===== config.mk =====
export PLATFORM = sky130hd
export DESIGN_NAME = websocket_frame_receiver_unit
export DESIGN_NICKNAME = d
export VERILOG_FILES = /design/src/rtl/core/wsfr_pkg.sv /design/src/rtl/core/websocket_frame_receiver_unit.sv
export SDC_FILE = /design/constraint.sdc
export NUM_CORES = 1
export LEC_CHECK = 0
export BUFFER_PORTS_ARGS = -buffer_cell sky130_fd_sc_hd__buf_2
export CAP_MARGIN = 20
export CORE_ASPECT_RATIO = 0.5
export CORE_MARGIN = 10
export CORE_UTILIZATION = 55
export CTS_CLUSTER_DIAMETER = 60
export DETAILED_ROUTE_END_ITERATION = 8
export PLACE_DENSITY = 0.74
export SETUP_SLACK_MARGIN = 0.05
export SLEW_MARGIN = 0
export SYNTH_ARGS = -nofsm -noshare
export SYNTH_HDL_FRONTEND = slang
export SYNTH_SLANG_ARGS = --single-unit

===== constraint.sdc =====
create_clock -name clock -period 13.7 [get_ports clock]
set_input_delay 4.11 -clock clock [delete_from_list [all_inputs] [get_ports clock]]
set_output_delay 4.11 -clock clock [all_outputs]
set_load 0.02 [all_outputs]

===== src/rtl/core/wsfr_pkg.sv =====
package wsfr_pkg;

   localparam int LENGTH_BITS = 64;

   typedef logic [LENGTH_BITS-1:0] len_type;

   typedef enum logic [2:0] {
      PH_H0   = 3'd0,
      PH_H1   = 3'd1,
      PH_EXT  = 3'd2,
      PH_MASK = 3'd3,
      PH_PAY  = 3'd4
   } phase_type;

   typedef enum logic [2:0] {
      LS_HANDSHAKE      = 3'd0,
      LS_OPEN           = 3'd1,
      LS_CLOSING_SERVER = 3'd2,
      LS_CLOSING_CLIENT = 3'd3,
      LS_CLOSED         = 3'd4
   } link_type;

   localparam logic [2:0] EV_NONE    = 3'd0;
   localparam logic [2:0] EV_FRAME   = 3'd1;
   localparam logic [2:0] EV_MESSAGE = 3'd2;
   localparam logic [2:0] EV_DISCARD = 3'd3;
   localparam logic [2:0] EV_ERROR   = 3'd4;

   localparam logic [1:0] ACT_NONE  = 2'd0;
   localparam logic [1:0] ACT_PONG  = 2'd1;
   localparam logic [1:0] ACT_CLOSE = 2'd2;
   localparam logic [1:0] ACT_SEEN  = 2'd3;

   localparam logic [3:0] ERR_NONE       = 4'd0;
   localparam logic [3:0] ERR_RSV        = 4'd1;
   localparam logic [3:0] ERR_HANDSHAKE  = 4'd2;
   localparam logic [3:0] ERR_STRAY_CONT = 4'd3;
   localparam logic [3:0] ERR_DATA_IN_FR = 4'd4;
   localparam logic [3:0] ERR_FRAG_CTRL  = 4'd5;
   localparam logic [3:0] ERR_LONG_CTRL  = 4'd6;
   localparam logic [3:0] ERR_OPCODE     = 4'd7;
   localparam logic [3:0] ERR_TOO_BIG    = 4'd8;
   localparam logic [3:0] ERR_CLOSE_ONE  = 4'd9;
   localparam logic [3:0] ERR_CLOSE_CODE = 4'd10;

   localparam logic [3:0] OP_CONT  = 4'h0;
   localparam logic [3:0] OP_TEXT  = 4'h1;
   localparam logic [3:0] OP_BIN   = 4'h2;
   localparam logic [3:0] OP_CLOSE = 4'h8;
   localparam logic [3:0] OP_PING  = 4'h9;
   localparam logic [3:0] OP_PONG  = 4'hA;

   localparam logic [15:0] CODE_NORMAL   = 16'd1000;
   localparam logic [15:0] CODE_PROTOCOL = 16'd1002;
   localparam logic [15:0] CODE_TOO_BIG  = 16'd1009;

   localparam logic [1:0] CSR_COMPRESSION = 2'd0;
   localparam logic [1:0] CSR_MAX_PAYLOAD = 2'd1;

   typedef struct packed {
      logic       command;
      logic [7:0] rx_byte;
   } req_type;

   typedef struct packed {
      logic        payload_valid;
      logic [7:0]  payload_byte;
      logic        payload_is_control;
      logic [3:0]  message_opcode;
      logic        message_compressed;
      logic [2:0]  frame_event;
      logic [1:0]  action;
      logic [15:0] close_code;
      logic [3:0]  error_reason;
      logic [2:0]  connection_state;
      logic        disconnect;
   } rsp_type;

   function automatic logic close_code_ok(input logic [15:0] c);
      logic in_range;
      in_range = (c >= 16'd1000 && c <= 16'd1011) || (c >= 16'd3000 && c <= 16'd4999);
      return in_range && c != 16'd1004 && c != 16'd1005 && c != 16'd1006;
   endfunction

endpackage


===== src/rtl/core/websocket_frame_receiver_unit.sv =====
// Throughput: one item per cycle while req_stall is low; each byte passes through one stage of parse logic.
// The output register holds a result under rsp_stall while a new item is still taken
// into the skid register, so req_stall rises only when both are full.
// Reset is synchronous and active high; it puts the parser before a first header byte,
// the link in handshake and the registers at compression off and a 1 MiB payload limit.
module websocket_frame_receiver_unit (
   input  logic                  clock,
   input  logic                  reset,
   input  logic                  req_valid,
   output logic                  req_stall,
   input  wsfr_pkg::req_type     req_data,
   output logic                  rsp_valid,
   input  logic                  rsp_stall,
   output wsfr_pkg::rsp_type     rsp_data,
   input  logic                  psel,
   input  logic                  penable,
   input  logic                  pwrite,
   input  logic [2:0]            paddr,
   input  logic [31:0]           pwdata,
   output logic [31:0]           prdata,
   output logic                  pready
);

   logic                 compression_ff;
   logic [31:0]          max_payload_ff;
   wsfr_pkg::phase_type  phase_ff, phase_in;
   logic [7:0]           flags_ff, flags_in;
   logic [3:0]           count_ff, count_in;
   wsfr_pkg::len_type    left_ff, left_in;
   logic [31:0]          key_ff, key_in;
   logic [1:0]           midx_ff, midx_in;
   wsfr_pkg::link_type   link_ff, link_in;
   logic                 frag_ff, frag_in;
   logic [3:0]           cur_op_ff, cur_op_in;
   logic                 cur_comp_ff, cur_comp_in;
   logic                 disc_ff, disc_in;
   logic [15:0]          rcode_ff, rcode_in;
   logic [1:0]           cseen_ff, cseen_in;
   logic                 failed_ff, failed_in;
   logic                 masked_ff, masked_in;
   logic                 ovf_ff, ovf_in;

   logic                 out_valid_ff, skid_valid_ff;
   wsfr_pkg::rsp_type    out_ff, skid_ff, res;
   logic                 take;

   assign pready    = 1'b1;
   assign req_stall = skid_valid_ff;
   assign take      = req_valid && !req_stall;
   assign rsp_valid = out_valid_ff;
   assign rsp_data  = out_ff;

   always_comb begin
      case (paddr[2])
         wsfr_pkg::CSR_COMPRESSION[0]: prdata = {31'd0, compression_ff};
         default:                      prdata = max_payload_ff;
      endcase
   end

   always_ff @(posedge clock) begin
      if (reset) begin
         compression_ff <= 1'b0;
         max_payload_ff <= 32'd1048576;
      end else if (psel && penable && pwrite) begin
         if (paddr == {wsfr_pkg::CSR_COMPRESSION[0], 2'b00})
            compression_ff <= pwdata[0];
         else if (paddr == {wsfr_pkg::CSR_MAX_PAYLOAD[0], 2'b00})
            max_payload_ff <= pwdata;
      end
   end

   // The whole step of the parser for one item.
   always_comb begin
      logic [3:0] op;
      logic       fin, rsv1, ctrl, endf, hdr, err, allowed;
      logic [3:0] reason;
      logic [7:0] b, k, v;
      wsfr_pkg::len_type left_dec;
      phase_in = phase_ff; flags_in = flags_ff; count_in = count_ff; left_in = left_ff;
      key_in = key_ff; midx_in = midx_ff; link_in = link_ff; frag_in = frag_ff;
      cur_op_in = cur_op_ff; cur_comp_in = cur_comp_ff; disc_in = disc_ff;
      rcode_in = rcode_ff; cseen_in = cseen_ff; failed_in = failed_ff;
      masked_in = masked_ff; ovf_in = ovf_ff;
      res = '0;
      b = req_data.rx_byte;
      op = flags_ff[3:0]; fin = flags_ff[7]; rsv1 = flags_ff[6]; ctrl = op[3];
      endf = 1'b0; hdr = 1'b0; err = 1'b0; reason = wsfr_pkg::ERR_NONE;
      // Key bytes are used most significant first.
      k = key_ff[{~midx_ff, 3'b000} +: 8];
      v = b ^ k;
      left_dec = left_ff - wsfr_pkg::len_type'(1);
      allowed = 1'b0;

      if (req_data.command) begin
         if (link_ff == wsfr_pkg::LS_HANDSHAKE) link_in = wsfr_pkg::LS_OPEN;
      end else if (!failed_ff) begin
         case (phase_ff)
            wsfr_pkg::PH_H0: begin
               flags_in = b;
               phase_in = wsfr_pkg::PH_H1;
            end
            wsfr_pkg::PH_H1: begin
               masked_in = b[7];
               ovf_in = 1'b0;
               key_in = '0;
               if (b[6:0] < 7'd126) begin
                  left_in = wsfr_pkg::len_type'(b[6:0]);
                  if (b[7]) begin
                     count_in = 4'd4; phase_in = wsfr_pkg::PH_MASK;
                  end else hdr = 1'b1;
               end else begin
                  left_in = '0;
                  count_in = (b[6:0] == 7'd126) ? 4'd2 : 4'd8;
                  phase_in = wsfr_pkg::PH_EXT;
               end
            end
            wsfr_pkg::PH_EXT: begin
               if (left_ff[wsfr_pkg::LENGTH_BITS-1 -: 8] != 8'd0) ovf_in = 1'b1;
               left_in = {left_ff[wsfr_pkg::LENGTH_BITS-9:0], b};
               count_in = count_ff - 4'd1;
               if (count_ff == 4'd1) begin
                  key_in = '0;
                  if (masked_ff) begin
                     count_in = 4'd4; phase_in = wsfr_pkg::PH_MASK;
                  end else hdr = 1'b1;
               end
            end
            wsfr_pkg::PH_MASK: begin
               key_in = {key_ff[23:0], b};
               count_in = count_ff - 4'd1;
               if (count_ff == 4'd1) hdr = 1'b1;
            end
            wsfr_pkg::PH_PAY: begin
               if (!disc_ff) begin
                  midx_in = midx_ff + 2'd1;
                  res.payload_valid = 1'b1;
                  res.payload_byte = v;
                  res.payload_is_control = ctrl;
                  if (op == wsfr_pkg::OP_CLOSE) begin
                     if (cseen_ff == 2'd0) begin
                        rcode_in = {v, 8'd0}; cseen_in = 2'd1;
                     end else if (cseen_ff == 2'd1) begin
                        rcode_in = {rcode_ff[15:8], v}; cseen_in = 2'd2;
                     end
                  end
               end
               left_in = left_dec;
               if (left_dec == '0) endf = 1'b1;
            end
            default: phase_in = wsfr_pkg::PH_H0;
         endcase
      end

      // Header checks, using the new length and overflow.
      if (hdr) begin
         if (flags_ff[5:4] != 2'b00 || (rsv1 && !compression_ff)) begin
            err = 1'b1; reason = wsfr_pkg::ERR_RSV;
         end else if (link_ff == wsfr_pkg::LS_HANDSHAKE) begin
            err = 1'b1; reason = wsfr_pkg::ERR_HANDSHAKE;
         end else begin
            allowed = link_ff == wsfr_pkg::LS_OPEN ||
                      (link_ff == wsfr_pkg::LS_CLOSING_SERVER && ctrl);
            if (!allowed) begin
               disc_in = 1'b1;
            end else if (op == wsfr_pkg::OP_CONT && frag_ff && rsv1) begin
               err = 1'b1; reason = wsfr_pkg::ERR_RSV;
            end else if (op == wsfr_pkg::OP_CONT && !frag_ff) begin
               err = 1'b1; reason = wsfr_pkg::ERR_STRAY_CONT;
            end else if ((op == wsfr_pkg::OP_TEXT || op == wsfr_pkg::OP_BIN) && frag_ff) begin
               err = 1'b1; reason = wsfr_pkg::ERR_DATA_IN_FR;
            end else if ((op == wsfr_pkg::OP_CLOSE || op == wsfr_pkg::OP_PING ||
                          op == wsfr_pkg::OP_PONG) && !fin) begin
               err = 1'b1; reason = wsfr_pkg::ERR_FRAG_CTRL;
            end else if ((op == wsfr_pkg::OP_CLOSE || op == wsfr_pkg::OP_PING ||
                          op == wsfr_pkg::OP_PONG) &&
                         (ovf_in || left_in > wsfr_pkg::len_type'(125))) begin
               err = 1'b1; reason = wsfr_pkg::ERR_LONG_CTRL;
            end else if (op != wsfr_pkg::OP_CONT && op != wsfr_pkg::OP_TEXT &&
                         op != wsfr_pkg::OP_BIN && op != wsfr_pkg::OP_CLOSE &&
                         op != wsfr_pkg::OP_PING && op != wsfr_pkg::OP_PONG) begin
               err = 1'b1; reason = wsfr_pkg::ERR_OPCODE;
            end else if (ovf_in || 64'(left_in) > {32'd0, max_payload_ff}) begin
               err = 1'b1; reason = wsfr_pkg::ERR_TOO_BIG;
            end else begin
               if (op == wsfr_pkg::OP_TEXT || op == wsfr_pkg::OP_BIN) begin
                  cur_op_in = op; cur_comp_in = rsv1; frag_in = !fin;
               end
               if (op == wsfr_pkg::OP_CLOSE) begin
                  rcode_in = wsfr_pkg::CODE_NORMAL; cseen_in = 2'd0;
               end
            end
         end
         if (!err) begin
            midx_in = 2'd0;
            if (left_in == '0) endf = 1'b1;
            else phase_in = wsfr_pkg::PH_PAY;
         end
      end

      // End of frame, on the updated close bookkeeping.
      if (endf) begin
         phase_in = wsfr_pkg::PH_H0;
         if (disc_in) begin
            disc_in = 1'b0; res.frame_event = wsfr_pkg::EV_DISCARD;
         end else if (ctrl) begin
            res.frame_event = wsfr_pkg::EV_FRAME;
            if (op == wsfr_pkg::OP_CLOSE) begin
               if (cseen_in == 2'd1) begin
                  err = 1'b1; reason = wsfr_pkg::ERR_CLOSE_ONE;
               end else if (cseen_in == 2'd2 && !wsfr_pkg::close_code_ok(rcode_in)) begin
                  err = 1'b1; reason = wsfr_pkg::ERR_CLOSE_CODE;
               end else if (link_ff == wsfr_pkg::LS_OPEN) begin
                  res.action = wsfr_pkg::ACT_CLOSE;
                  res.close_code = (cseen_in == 2'd0) ? wsfr_pkg::CODE_NORMAL : rcode_in;
                  link_in = wsfr_pkg::LS_CLOSING_CLIENT;
                  res.disconnect = 1'b1; failed_in = 1'b1;
               end else if (link_ff == wsfr_pkg::LS_CLOSING_SERVER) begin
                  link_in = wsfr_pkg::LS_CLOSED;
                  res.disconnect = 1'b1; failed_in = 1'b1;
               end
            end else if (op == wsfr_pkg::OP_PING) begin
               if (link_ff == wsfr_pkg::LS_OPEN || link_ff == wsfr_pkg::LS_CLOSING_SERVER)
                  res.action = wsfr_pkg::ACT_PONG;
            end else if (op == wsfr_pkg::OP_PONG) begin
               if (link_ff == wsfr_pkg::LS_OPEN) res.action = wsfr_pkg::ACT_SEEN;
            end
         end else if (fin) begin
            frag_in = 1'b0; res.frame_event = wsfr_pkg::EV_MESSAGE;
         end else res.frame_event = wsfr_pkg::EV_FRAME;
      end

      if (err) begin
         res.frame_event = wsfr_pkg::EV_ERROR;
         res.error_reason = reason;
         res.action = wsfr_pkg::ACT_CLOSE;
         res.close_code = (reason == wsfr_pkg::ERR_TOO_BIG) ? wsfr_pkg::CODE_TOO_BIG
                                                            : wsfr_pkg::CODE_PROTOCOL;
         res.disconnect = 1'b1;
         failed_in = 1'b1;
         if (link_ff == wsfr_pkg::LS_OPEN) link_in = wsfr_pkg::LS_CLOSING_SERVER;
         else if (link_ff != wsfr_pkg::LS_CLOSING_SERVER &&
                  link_ff != wsfr_pkg::LS_CLOSING_CLIENT) link_in = wsfr_pkg::LS_CLOSED;
         disc_in = 1'b0;
         phase_in = wsfr_pkg::PH_H0;
      end

      res.message_opcode = cur_op_in;
      res.message_compressed = cur_comp_in;
      res.connection_state = link_in;
   end

   always_ff @(posedge clock) begin
      if (reset) begin
         phase_ff <= wsfr_pkg::PH_H0; flags_ff <= '0; count_ff <= '0; left_ff <= '0;
         key_ff <= '0; midx_ff <= '0; link_ff <= wsfr_pkg::LS_HANDSHAKE; frag_ff <= 1'b0;
         cur_op_ff <= '0; cur_comp_ff <= 1'b0; disc_ff <= 1'b0;
         rcode_ff <= wsfr_pkg::CODE_NORMAL; cseen_ff <= '0; failed_ff <= 1'b0;
         masked_ff <= 1'b0; ovf_ff <= 1'b0;
      end else if (take) begin
         phase_ff <= phase_in; flags_ff <= flags_in; count_ff <= count_in; left_ff <= left_in;
         key_ff <= key_in; midx_ff <= midx_in; link_ff <= link_in; frag_ff <= frag_in;
         cur_op_ff <= cur_op_in; cur_comp_ff <= cur_comp_in; disc_ff <= disc_in;
         rcode_ff <= rcode_in; cseen_ff <= cseen_in; failed_ff <= failed_in;
         masked_ff <= masked_in; ovf_ff <= ovf_in;
      end
   end

   // Output register with a skid stage behind it.
   always_ff @(posedge clock) begin
      if (reset) begin
         out_valid_ff <= 1'b0;
         skid_valid_ff <= 1'b0;
      end else begin
         if (!out_valid_ff || !rsp_stall) begin
            if (skid_valid_ff) begin
               out_valid_ff <= 1'b1; out_ff <= skid_ff; skid_valid_ff <= 1'b0;
            end else begin
               out_valid_ff <= take;
               if (take) out_ff <= res;
            end
         end else if (take) begin
            skid_valid_ff <= 1'b1; skid_ff <= res;
         end
      end
   end

   a_stall_holds: assert property (@(posedge clock) disable iff (reset)
      rsp_valid && rsp_stall |=> rsp_valid && $stable(rsp_data))
      else $error("result changed under stall");
   a_skid_only_when_full: assert property (@(posedge clock) disable iff (reset)
      skid_valid_ff |-> out_valid_ff)
      else $error("skid full with empty output");
   a_failed_sticky: assert property (@(posedge clock) disable iff (reset)
      failed_ff |=> failed_ff)
      else $error("failed flag cleared");
   a_disc_on_error: assert property (@(posedge clock) disable iff (reset)
      rsp_valid && rsp_data.frame_event == wsfr_pkg::EV_ERROR |-> rsp_data.disconnect)
      else $error("error without disconnect");

endmodule


# Yosys cells after proc, flatten, opt, wreduce, memory -nomap -nowiden
# Index checks and enable logic that the tools add are counted.
dict set report totals {
  reg_bits 267
}
dict set report classes {
  n_reduce_logical 68
  n_lt_le_gt_ge 7
  bitwise_logic 7
  n_shift 1
  n_eq_ne 33
  mux 225
  n_addsub 3
}
# op n
set ops {}
lappend ops {{$mux 16} 20}
lappend ops {{$pmux 64 s3} 1}
lappend ops {{$mux 4} 34}
lappend ops {{$logic_not 64->1} 2}
lappend ops {{$mux 64} 2}
lappend ops {{$pmux 32 s3} 1}
lappend ops {{$mux 18} 5}
lappend ops {{$mux 1} 89}
lappend ops {{$mux 44} 2}
lappend ops {{$mux 3} 26}
lappend ops {{$gt 64x32->1} 1}
lappend ops {{$gt 64x7->1 const B} 1}
lappend ops {{$mux 32} 2}
lappend ops {{$sub 64x1->64 const B} 1}
lappend ops {{$mux 2} 30}
lappend ops {{$ne 16x10->1 const B} 3}
lappend ops {{$mux 10} 4}
lappend ops {{$shiftx 32x6->8} 1}
lappend ops {{$mux 25} 1}
lappend ops {{$logic_and 1x1->1} 23}
lappend ops {{$mux 21} 1}
lappend ops {{$eq 4x4->1 const B} 4}
lappend ops {{$ge 16x10->1 const B} 1}
lappend ops {{$ge 16x12->1 const B} 1}
lappend ops {{other kinds (45)} 88}

# Logic depth before layout (Yosys ltp)
# Gate-level depths: netlist of the first run.
dict set report depth {
  word_depth 41
  mapped_depth 26
  mapped_depth_nobuf 23
}

# Worst setup path after synthesis of the first run
# No wires, ideal clock.
dict set report synth_timing {
  path_kind {in2out}
  from {in paddr[2]}
  to {out prdata[0]}
  required_ns 9.590
  arrival_time_ns 4.746
  path_buffers 1
  setup_slack_ns 4.844
  cell_stages 2
  path_cell_list {clkbuf_1 -> o21ai_0}
}
dict set report synth_between {
  elab_chain_cells 1
}
# element line_no
set synth_lines {}
lappend synth_lines {{start, declared} websocket_frame_receiver_unit.sv:18} ;# input logic [2:0] paddr,
lappend synth_lines {{$mux 32} websocket_frame_receiver_unit.sv:54} ;# case (paddr[2])
lappend synth_lines {{end, declared} websocket_frame_receiver_unit.sv:20} ;# output logic [31:0] prdata,
# Every way passes these cells.

# Worst setup path after layout of the first run
dict set report layout_timing {
  from {in req_data[8] in the netlist's numbering}
  to {reg out_ff (netlist bit rsp_data[8]), data pin}
}
dict set report layout_between {
  elab_chain_cells 33
}
# element line_no
set layout_lines {}
lappend layout_lines {{start, declared} websocket_frame_receiver_unit.sv:11} ;# input wsfr_pkg::req_type req_data,
lappend layout_lines {{$mux 64} websocket_frame_receiver_unit.sv:94} ;# if (req_data.command) begin
lappend layout_lines {{$gt 64x32->1} websocket_frame_receiver_unit.sv:182} ;# end else if (ovf_in || 64'(left_in) > {32'd0, max_payload_ff}) begin
lappend layout_lines {{$logic_or 1x1->1} websocket_frame_receiver_unit.sv:182}
lappend layout_lines {{$mux 16} websocket_frame_receiver_unit.sv:182}
lappend layout_lines {{$mux 16} websocket_frame_receiver_unit.sv:178} ;# end else if (op != wsfr_pkg::OP_CONT && op != wsfr_pkg::OP_TEXT &&
lappend layout_lines {{$mux 16} websocket_frame_receiver_unit.sv:174} ;# end else if ((op == wsfr_pkg::OP_CLOSE || op == wsfr_pkg::OP_PING ||
lappend layout_lines {{$mux 16} websocket_frame_receiver_unit.sv:171} ;# end else if ((op == wsfr_pkg::OP_CLOSE || op == wsfr_pkg::OP_PING ||
lappend layout_lines {{$mux 16} websocket_frame_receiver_unit.sv:169} ;# end else if ((op == wsfr_pkg::OP_TEXT || op == wsfr_pkg::OP_BIN) && frag_ff) begin
lappend layout_lines {{(+17 left out)} -}
lappend layout_lines {{$mux 4} websocket_frame_receiver_unit.sv:205} ;# end else if (ctrl) begin
lappend layout_lines {{$mux 4} websocket_frame_receiver_unit.sv:203} ;# if (disc_in) begin
lappend layout_lines {{$mux 4} websocket_frame_receiver_unit.sv:201} ;# if (endf) begin
lappend layout_lines {{$eq 4x4->1} websocket_frame_receiver_unit.sv:236} ;# res.close_code = (reason == wsfr_pkg::ERR_TOO_BIG) ? wsfr_pkg::CODE_TOO_BIG
lappend layout_lines {{$mux 5} websocket_frame_receiver_unit.sv:236}
lappend layout_lines {{$mux 25 *} websocket_frame_receiver_unit.sv:232} ;# if (err) begin
lappend layout_lines {{$mux 44 *} websocket_frame_receiver_unit.sv:279} ;# if (take) out_ff <= res;
lappend layout_lines {{$mux 44 *} websocket_frame_receiver_unit.sv:275} ;# if (skid_valid_ff) begin
lappend layout_lines {{end signal, assigned} websocket_frame_receiver_unit.sv:279}
lappend layout_lines {{end, declared} websocket_frame_receiver_unit.sv:44} ;# wsfr_pkg::rsp_type out_ff, skid_ff, res;
# Mark *: on every way between the ends. The rest lies on a longest branch, timed or not. The select of a mux whose other input is x is not followed.
# A chain may end at the register's enable or synchronous reset.

==> impl_results.md, run 1 <==
* Vias/cell at 6.64
* Clock network power share at 0.377
* Min-delay worst type: register to register
* DR pass1 iterations at 8
* Placed Cells at 2591
* Global-route wire length before repair at 93700 um
* Pint at around 1.3 mW
* WP data required at 14010 ps
* Drt drc at 0
* GR Layer Usage met1 at 0.398
* LEAKAGE at 6.87 nW
* Final WL at 60000 um
* Fin util at 0.618
* Critical path arrival at 9970 ps
* Number of max-cap violations at 0
* I/O Buffers at between 100 and 150
* Post-DP HPWL at between 40000 and 50000 um
* Worst Setup SP: req_data[8]
* Area growth syn-to-layout at 9.30%
* Crit path launch type: input pin
* Net switching power figure at 593 uW
* Run status: finished clean
* FP Rows at 45
* Fmax at 104 MHz
* Ports at 130
* Min-delay src: rcode_ff[12]$_SDFFE_PP0P_
* Post-Syn Area at 0.0174 mm^2
* Overall Global Routing Usage at 0.288
* WHS Path Cells at 2
* Met2 usage at 0.429
* Comb power frac at 0.173
* Final GP Congestion at 1.04
* Synth Instances at 2200
* Final Hold Viols at 0
* RSZ-0062 raised after global routing: false
* H-tree Lvls at 1
* N_diodes at 0
* Switch share at 0.306
* Final setup violation count at 0
* CTS tree: done
* Met3 Usage GRT at 0.0762
* Syn_nets at 2289
* Horiz. Die Dim at 271 um
* GRT Max-Usage Layer: met2
* Post-cts sizing count at 0
* Clock transition at path regs at 70 ps
* Peak VDD IR at 0.0000849 V
* Netlist cell types at 94
* Pwr dens at 102 mW/mm^2
* Slew at the pin with the worst max-slew slack at 1170 ps
* WL per Instance at 22.7 um
* Clock Root Buffer: clkbuf_16
* Main synth FF type: dfxtp_1
* CP Capture Type: register
* Fin crit period at between 9000 and 10000 ps
* Seq cells post-synth at 267
* FF-to-FF Start: phase_ff[2]$_SDFFE_PP0P_
* Post-synth ARST share at 0
* GRT overflow at 0
* Worst r2r path cells at 21
* Starting Density at 0.565
* Fin cells at 2640
* Hold_buf cts at 0
* Share of power burned in registers at 0.450
* Worst-case clock buffer depth at 3
* 1st-iter DRT viols at 2500
* Skew final at 16.8 ps
* Clock Latency Late Sink at around 570 ps
* Layout cell share with drive strength beyond 1 at 0.132
* Vias in the first global route at around 16000
* Synthesized area per cell at 7.90 um^2
* Area of the core at 0.0307 mm^2
* Die area at roughly 0.04 mm^2
* Largest net degree at the start of global routing at 85
* Setup_tns at 0 ps
* Die Height at around 150 um
* Number of synthesized flops with an enable pin at 88
* TritonCTS Buffers at 25
* Antenna viol nets, final at 0
* NumNets Final at 2287
* Fin crit share at 0.705
* Register area share after synthesis at 0.358
* Crit-path max FO at 22
* Via count at roughly 18000
* Slew Limit Fails at 0
* Relative slew slack at 0.216
* Setup CP Type: input pin to register
* Setup bufs post-CTS at 0
* Synth Warn # at 0
* Clock sinks at about 270
* Initial antenna violation count at 0
layer usage:
layer	part of all wire	routed length, um	vias up
met1	0.42	25300	8139
met4	0.036	2140	0
li1	-	-	8108
met3	0.12	7160	173
met5	0	0	-
met2	0.42	25500	1109
kinds of logic (layout without fill, tap and decap cells):
group	count (synthesis)	after routing	synth area share
fa+ha+maj	38	38	0.0274
xor+xnor	39	39	0.0197
mux	40	40	0.0305
other cells	1	1	0.000216
flops	267	267	0.358
buf+inv	261	278	0.0582
simple gates	998	998	0.297
compound gates	556	556	0.209
stage by stage:
stage          instance area (um^2)  hold slack, ps  power (mW)  setup slack, ps
2_1_floorplan                 17400             429        1.10             4840
3_3_place_gp                  18100             436        1.21             3850
3_5_place_dp                  18100             444        1.21             3750
4_1_cts                       18900             452        1.93             4330
5_1_grt                       19000             480        2.00             3770
6_report                      19000             453        1.94             4040
registers in the layout (all words and copies together), names as in the netlist, 2 cells and up:
register        count
skid_ff            44
max_payload_ff     32
phase_ff            3
cseen_ff            2
cur_op_ff           4
link_ff             3
count_ff            4
rsp_data           44
key_ff             32
midx_ff             2
flags_ff            8
left_ff            64
rcode_ff           16
worst paths after layout:
| path | slack (ps) | endpoint |
|---|---|---|
| max | 4040 | rsp_data[8]$_DFFE_PP_ |
| min | 450 | rcode_ff[12]$_SDFFE_PP0P_ |
| max reg2reg | 6420 | rsp_data[8]$_DFFE_PP_ |
| min reg2reg | 450 | rcode_ff[12]$_SDFFE_PP0P_ |
worst max-delay path, stage by stage:
cell	delay, ps
buf_2	130
nor2_1	90
buf_4	300
o31a_1	760
buf_4	350
o21ai_0	110
a21oi_1	300
ha_1	210
nor2b_1	50
o211ai_1	180
a2111oi_0	140
a2111oi_0	600
a21oi_1	130
or3_1	500
nor4_1	330
a31o_2	210
a211o_1	210
and2_1	550
inv_1	200
nor2_1	270
o21a_1	170
nor3_1	50
cell type report:
class / instances / area (um^2)
Fill cell: 2799 / 11800
Clock buffer: 39 / 791
Timing Repair Buffer: 159 / 913
Clock inverter: 7 / 61.3
Sequential cell: 267 / 6230
Multi-Input combinational cell: 1672 / 10200
Inverter: 73 / 274
Tap cell: 423 / 529
power by group through the flow:
stage | clock network [mW] | logic [mW] | registers, mW
after floorplan | 0 | 0.232 | 0.869
after global placement | 0 | 0.322 | 0.888
after detailed placement | 0 | 0.322 | 0.888
after CTS | 0.736 | 0.323 | 0.870
after global routing | 0.769 | 0.360 | 0.874
final | 0.730 | 0.335 | 0.873
layout by cell type, fill, tap and decap left out, drive strengths merged, types with 23 or more instances in the layout:
| master | count |
|---|---|
| or4 | 39 |
| o31ai | 31 |
| nand3 | 80 |
| clkbuf | 40 |
| dfxtp | 179 |
| buf | 157 |
| or3 | 23 |
| inv | 76 |
| nor4 | 59 |
| nand2 | 265 |
| ha | 38 |
| a21oi | 191 |
| and2 | 45 |
| nand4 | 53 |
| mux2 | 23 |
| o21ai | 106 |
| a22oi | 24 |
| nor3 | 107 |
| nor2 | 197 |
| xnor2 | 24 |
| edfxtp | 88 |
| and3 | 23 |
| a211oi | 34 |
Yosys cell counts (all sizes together), types with 13 or more instances:
master  number  area, um^2
or3         23         144
a22oi       24         180
nor2       197         742
buf         20         106
o31ai       31         233
and2        45         282
nand2b      19         119
clkbuf     168         631
and3        23         144
mux2        23         259
o21a        13        97.6
a21oi      191         971
o211ai      14         105
nand2      265         995
ha          38         475
or4         39         308
inv         73         274
o21ai      106         553
nand4       53         368
a31oi       18         113
edfxtp      88        2640
xnor2       24         210
xor2        15         131
a211oi      34         265
nand3       80         400
nor3       107         541
dfxtp      179        3580
nor2b       22         138
nor4        59         437
Power figures use the tool's default switching activity.
==> run 2: changes to the inputs <==
==> constraint.sdc (replaced) <==
create_clock -name clock -period 10 [get_ports clock]
set_input_delay 3 -clock clock [delete_from_list [all_inputs] [get_ports clock]]
set_output_delay 3 -clock clock [all_outputs]
set_load 0.02 [all_outputs]
==> impl_results.md, run 2 (synthesis gave the netlist of run 1 again) <==
* Clock transition at path regs at approximately 60 ps
* Worst R2R Setup Slack at 2680 ps
* Setup CP Type: input pin to register
* Most frequent cells in the layout: nand2_1 (265), nor2_1 (196), a21oi_1 (189)
* Ports at 130
* Overall Global Routing Usage at 0.295
* Post-DP HPWL at 43900 um
* Pwr dens at 137 mW/mm^2
* NumNets Final at approximately 2300
* Clock sinks at about 270
* Fin crit share at 0.839
* Placed Cells at 2596
* Run status: finished clean
* WP data required at 10310 ps
* Via count at 17462
* Worst-case clock buffer depth at 3
* Fmax at approximately 120 MHz
* DR pass1 iterations at 7
* WL per Instance at 23.1 um
* Final Hold Viols at 0
* Critical path arrival at 8700 ps
* TritonCTS Buffers at 25
* GRT Max-Usage Layer: met2
* Clock Latency Late Sink at 580 ps
* Worst r2r dst: rsp_data[8]$_DFFE_PP_
* Initial antenna violation count at 1
* Area of the core at between 0.03 and 0.04 mm^2
* FF-to-FF Start: left_ff[18]$_SDFFE_PP0P_
* Worst Setup SP: req_data[8]
* GR Layer Usage met1 at 0.403
* Most common cell after layout, fill and taps aside: nand2_1
* Number of max-cap violations at 0
* GRT overflow at 0
* Peak VDD IR at around 0.00010 V
* Setup_tns at 0 ps
* Met3 Usage GRT at 0.0901
* Global-route wire length before repair at around 95000 um
* Min-delay worst type: register to register
* Fin cells at around 2600
* Antenna viol nets, final at 0
* Number of flip-flops in the largest register at 64
* Layout cell share with drive strength beyond 1 at 0.133
* LEAKAGE at 6.85 nW
* Relative slew slack at 0.230
* Die area at just under 0.04 mm^2
* Starting Density at 0.565
* Skew final at 21.4 ps
* 1st-iter DRT viols at 2543
* Fin crit period at 8390 ps
* CP endpoint: rsp_data[8]$_DFFE_PP_
* Post-cts sizing count at 0
* Crit path launch type: input pin
* H-tree Lvls at 1
* # fillers at 2769
* I/O Buffers at 128
* Crit-path max FO at 17
* Largest net degree at the start of global routing at 88
* Area growth syn-to-layout at 9.18%
* Horiz. Die Dim at about 270 um
* N_diodes at 0
* Vias/cell at 6.60
* Pwr Total at around 2.6 mW
* Hold_buf cts at 0
* Clock Root Buffer: clkbuf_16
* CTS tree: done
* Slew at the pin with the worst max-slew slack at 1140 ps
* Worst r2r path cells at 20
* Biggest register: left_ff
* RSZ-0062 raised after global routing: false
* Drt drc at 0
* Final WL at a little over 60000 um
* Met2 usage at 0.437
* Die Height at about 150 um
* FP Rows at 45
* Slew Limit Fails at 0
* Final setup violation count at 0
* Final GP Congestion at 1.03
* CP Capture Type: register
* Setup bufs post-CTS at 0
* Vias in the first global route at 16046
==> run 2: layout make-up <==
class / count / area (um^2) / share of cell area
clock inverter: 7 / 58.8 / 0.00310
sequential: 267 / 6230 / 0.328
multi-input combinational: 1672 / 10200 / 0.537
timing repair buffer: 164 / 948 / 0.0500
tap: 423 / 529 / 0.0279
inverter: 73 / 274 / 0.0144
clock buffer: 39 / 737 / 0.0389
==> run 2: metrics by stage <==
step                       util  hold WS (ps)  setup WS, ps  cell area [um^2]
after global placement    0.589           438          1460             18100
after global routing      0.617           474          1310             19000
final                     0.617           455          1610             19000
after floorplan               -           429          2410             17400
after detailed placement  0.589           444          1270             18100
after CTS                 0.615           453          1810             18900
==> run 2: worst min-delay path by stage <==
stage,startpoint,endpoint,slack [ps],cells past startpoint
after CTS,key_ff[27]$_SDFFE_PP0P_,key_ff[27]$_SDFFE_PP0P_,450,2
after detailed placement,key_ff[27]$_SDFFE_PP0P_,key_ff[27]$_SDFFE_PP0P_,440,2
final,key_ff[24]$_SDFFE_PP0P_,key_ff[24]$_SDFFE_PP0P_,460,2
after global placement,key_ff[28]$_SDFFE_PP0P_,key_ff[28]$_SDFFE_PP0P_,440,2
after floorplan,key_ff[24]$_SDFFE_PP0P_,key_ff[24]$_SDFFE_PP0P_,430,2
after global routing,rcode_ff[12]$_SDFFE_PP0P_,rcode_ff[12]$_SDFFE_PP0P_,470,2
==> run 2: report_power, final <==
group	switching [mW]	internal, mW	leakage [nW]
clock network	0.435	0.512	0.387
registers	0.0493	1.14	2.27
logic	0.319	0.148	4.20
==> run 2: worst max-delay path: stages <==
cell and delay [ps]:
buf_2 130, or2_2 470, nor2_1 880, a21oi_1 150, o221a_2 310, ha_1 300, nand4_1 130, nor4_1 400
nand4_1 170, o211ai_1 110, a21oi_1 60, or3_1 580, nor4_1 350, a31o_2 210, a211o_1 220, and2_1 550
inv_1 190, nor2_1 270, o21a_1 170, nor3_1 40
==> run 2: layer usage <==
metal / share of wire / vias up / routed length, um
li1: - / 8128 / -
met1: 0.42 / 8204 / 25600
met2: 0.43 / 989 / 26200
met3: 0.12 / 141 / 7390
met4: 0.032 / 0 / 1930
met5: 0 / - / 0
==> run 3: changes to the inputs <==
--- a/config.mk
+++ b/config.mk
@@ -12,7 +12,7 @@
 export CORE_UTILIZATION = 55
 export CTS_CLUSTER_DIAMETER = 60
 export DETAILED_ROUTE_END_ITERATION = 8
-export PLACE_DENSITY = 0.74
+export PLACE_DENSITY = 0.77
 export SETUP_SLACK_MARGIN = 0.05
 export SLEW_MARGIN = 0
 export SYNTH_ARGS = -nofsm -noshare
==> constraint.sdc (replaced) <==
create_clock -name clock -period 6.9 [get_ports clock]
set_input_delay 2.07 -clock clock [delete_from_list [all_inputs] [get_ports clock]]
set_output_delay 2.07 -clock clock [all_outputs]
set_load 0.02 [all_outputs]
==> impl_results.md, run 3 (synthesis gave the netlist of run 1 again) <==
* Slew Limit Fails at 0
* Biggest register: left_ff
* Worst path slowest cell: a2111oi_0
* CP Cell Sequence: buf_2 > nand4_1 > o311a_1 > a22oi_1 > nor2_1 > a21oi_1 > inv_1 > ha_1 > a21oi_1 > a2111oi_0 > a2111oi_0 > a21oi_1 > or3_1 > nor2_1 > nand2_1 > o41ai_1 > o21ai_1 > a211oi_2 > o21ai_1 > mux2_2
* Min-delay src: key_ff[24]$_SDFFE_PP0P_
* WP data required at 7220 ps
* Vias/cell at 6.63
* Most common cell after layout, fill and taps aside: nand2_1
* Final Hold Viols at 0
* Clock Root Buffer: clkbuf_16
* Ports at 130
* Worst r2r path cells at 20
* Area of the core at a little over 0.03 mm^2
* Pwr Total at 3.94 mW
* Min-delay worst type: register to register
* Pwr dens at 201 mW/mm^2
* TritonCTS Buffers at 25
* Worst-case clock buffer depth at 3
* Worst setup margin at around 380 ps
* Horiz. Die Dim at 271 um
* Number of max-cap violations at 0
* Slew at the pin with the worst max-slew slack at 1080 ps
* Die Height at about 150 um
* WL per Instance at 22.5 um
* Pre-CTS worst setup slack at -179 ps
* LEAKAGE at 7.23 nW
* Die area at between 0.03 and 0.04 mm^2
* Layout cell share with drive strength beyond 1 at 0.160
* Final WL at just over 60000 um
* Fin crit period at 6520 ps
* Most frequent cells in the layout: nand2_1 (265), nor2_1 (196), a21oi_1 (189)
* Area growth syn-to-layout at 12.7%
* Critical path arrival at between 6000 and 7000 ps
* Clock sinks at 267
* Number of flip-flops in the largest register at 64
* Starting Density at 0.565
* Final setup violation count at 0
* DR pass1 iterations at 6
* Setup_tns at 0 ps
* CP Capture Type: register
* CP dominant cell by count: a21oi_1
* GRT overflow at 0
* Crit path launch type: input pin
* Global-route wire length before repair at 94300 um
* Clock transition at path regs at 70 ps
* Fmax at 153 MHz
* Antenna viol nets, final at 0
* Vias in the first global route at 16395
* Skew final at 27.4 ps
* Relative slew slack at 0.279
* Post-DP HPWL at between 40000 and 50000 um
* Fin crit share at 0.945
* Run status: finished clean
* NumNets Final at 2357
* Placed Cells at 2660
* Clock Latency Late Sink at around 580 ps
* Initial antenna violation count at 1
* Fin util at 0.637
* Post-Place Cell Area at around 0.019 mm^2
* Final Instance Area at roughly 0.020 mm^2
* I/O Buffers at around 130
* Via count at 17971
* Drt drc at 0
* 1st-iter DRT viols at 2359
* Crit-path max FO at 4
* Overall Global Routing Usage at 0.289
* Final GP Congestion at between 1 and 1.5
* Max stage delay on crit path at around 500 ps
* Setup bufs post-CTS at 0
* CTS tree: done
* Worst hold slack at 454 ps
* FF-to-FF Start: left_ff[1]$_SDFFE_PP0P_
* Fin cells at ~2700
* H-tree Lvls at 1
* Setup CP Type: input pin to register
* RSZ-0062 raised after global routing: false
* Worst Setup SP: req_data[2]
* Largest net degree at the start of global routing at 70
* FP Rows at 45
* Peak VDD IR at 0.000144 V
* WHS Path Cells at 2
## run 3: cell types whose count changed in the layout (fill, tap and decap cells not counted), moves of 2 or more
cell,previous run,this run
clkbuf_8,3,5
clkbuf_4,3,0
clkbuf_1,8,2
clkinv_2,3,6
buf_4,33,96
bufinv_16,0,2
## run 3: final timing paths
kind	slack, ps	end
hold reg to reg	450	key_ff[24]$_SDFFE_PP0P_
setup / recovery	380	rsp_data[9]$_DFFE_PP_
setup reg to reg	560	rsp_data[9]$_DFFE_PP_
hold / removal	450	key_ff[24]$_SDFFE_PP0P_
## run 3: area by class of cell
cell class	instances	area (um^2)
flip-flops and latches	267	6230
inverters	73	274
well taps	423	529
repair buffers	229	1470
clock inverters	13	145
clock buffers	33	727
diodes	1	2.50
fillers	2677	11200
multi-input cells	1672	10200
## run 3: critical path: cells and delay by family
family	cells	cell delay [ps]
compound gates	11	2820
simple gates	5	1100
fa+ha+maj	1	330
mux	1	280
buf+inv	2	230
## run 3: timing repair
item | CTS | global route
endpoints found under the setup margin | 0 | 1
hold buffers | 0 | 0
gates resized for setup | 0 | 1
## run 3: layer usage
metal | routed length (um) | share of wire | GRT usage | up-vias
met5 | 18 | 0.00029 | 0 | -
met3 | 7960 | 0.13 | 0.0957 | 182
met1 | 25100 | 0.41 | 0.394 | 8423
met2 | 25900 | 0.42 | 0.426 | 1121
li1 | - | - | - | 8243
met4 | 2090 | 0.034 | 0.0884 | 2
## run 3: where the power goes
part / total [mW] / switching [mW] / internal [mW]
clock: 1.50 / 0.669 / 0.827
combinational: 0.716 / 0.473 / 0.243
sequential: 1.72 / 0.0680 / 1.66
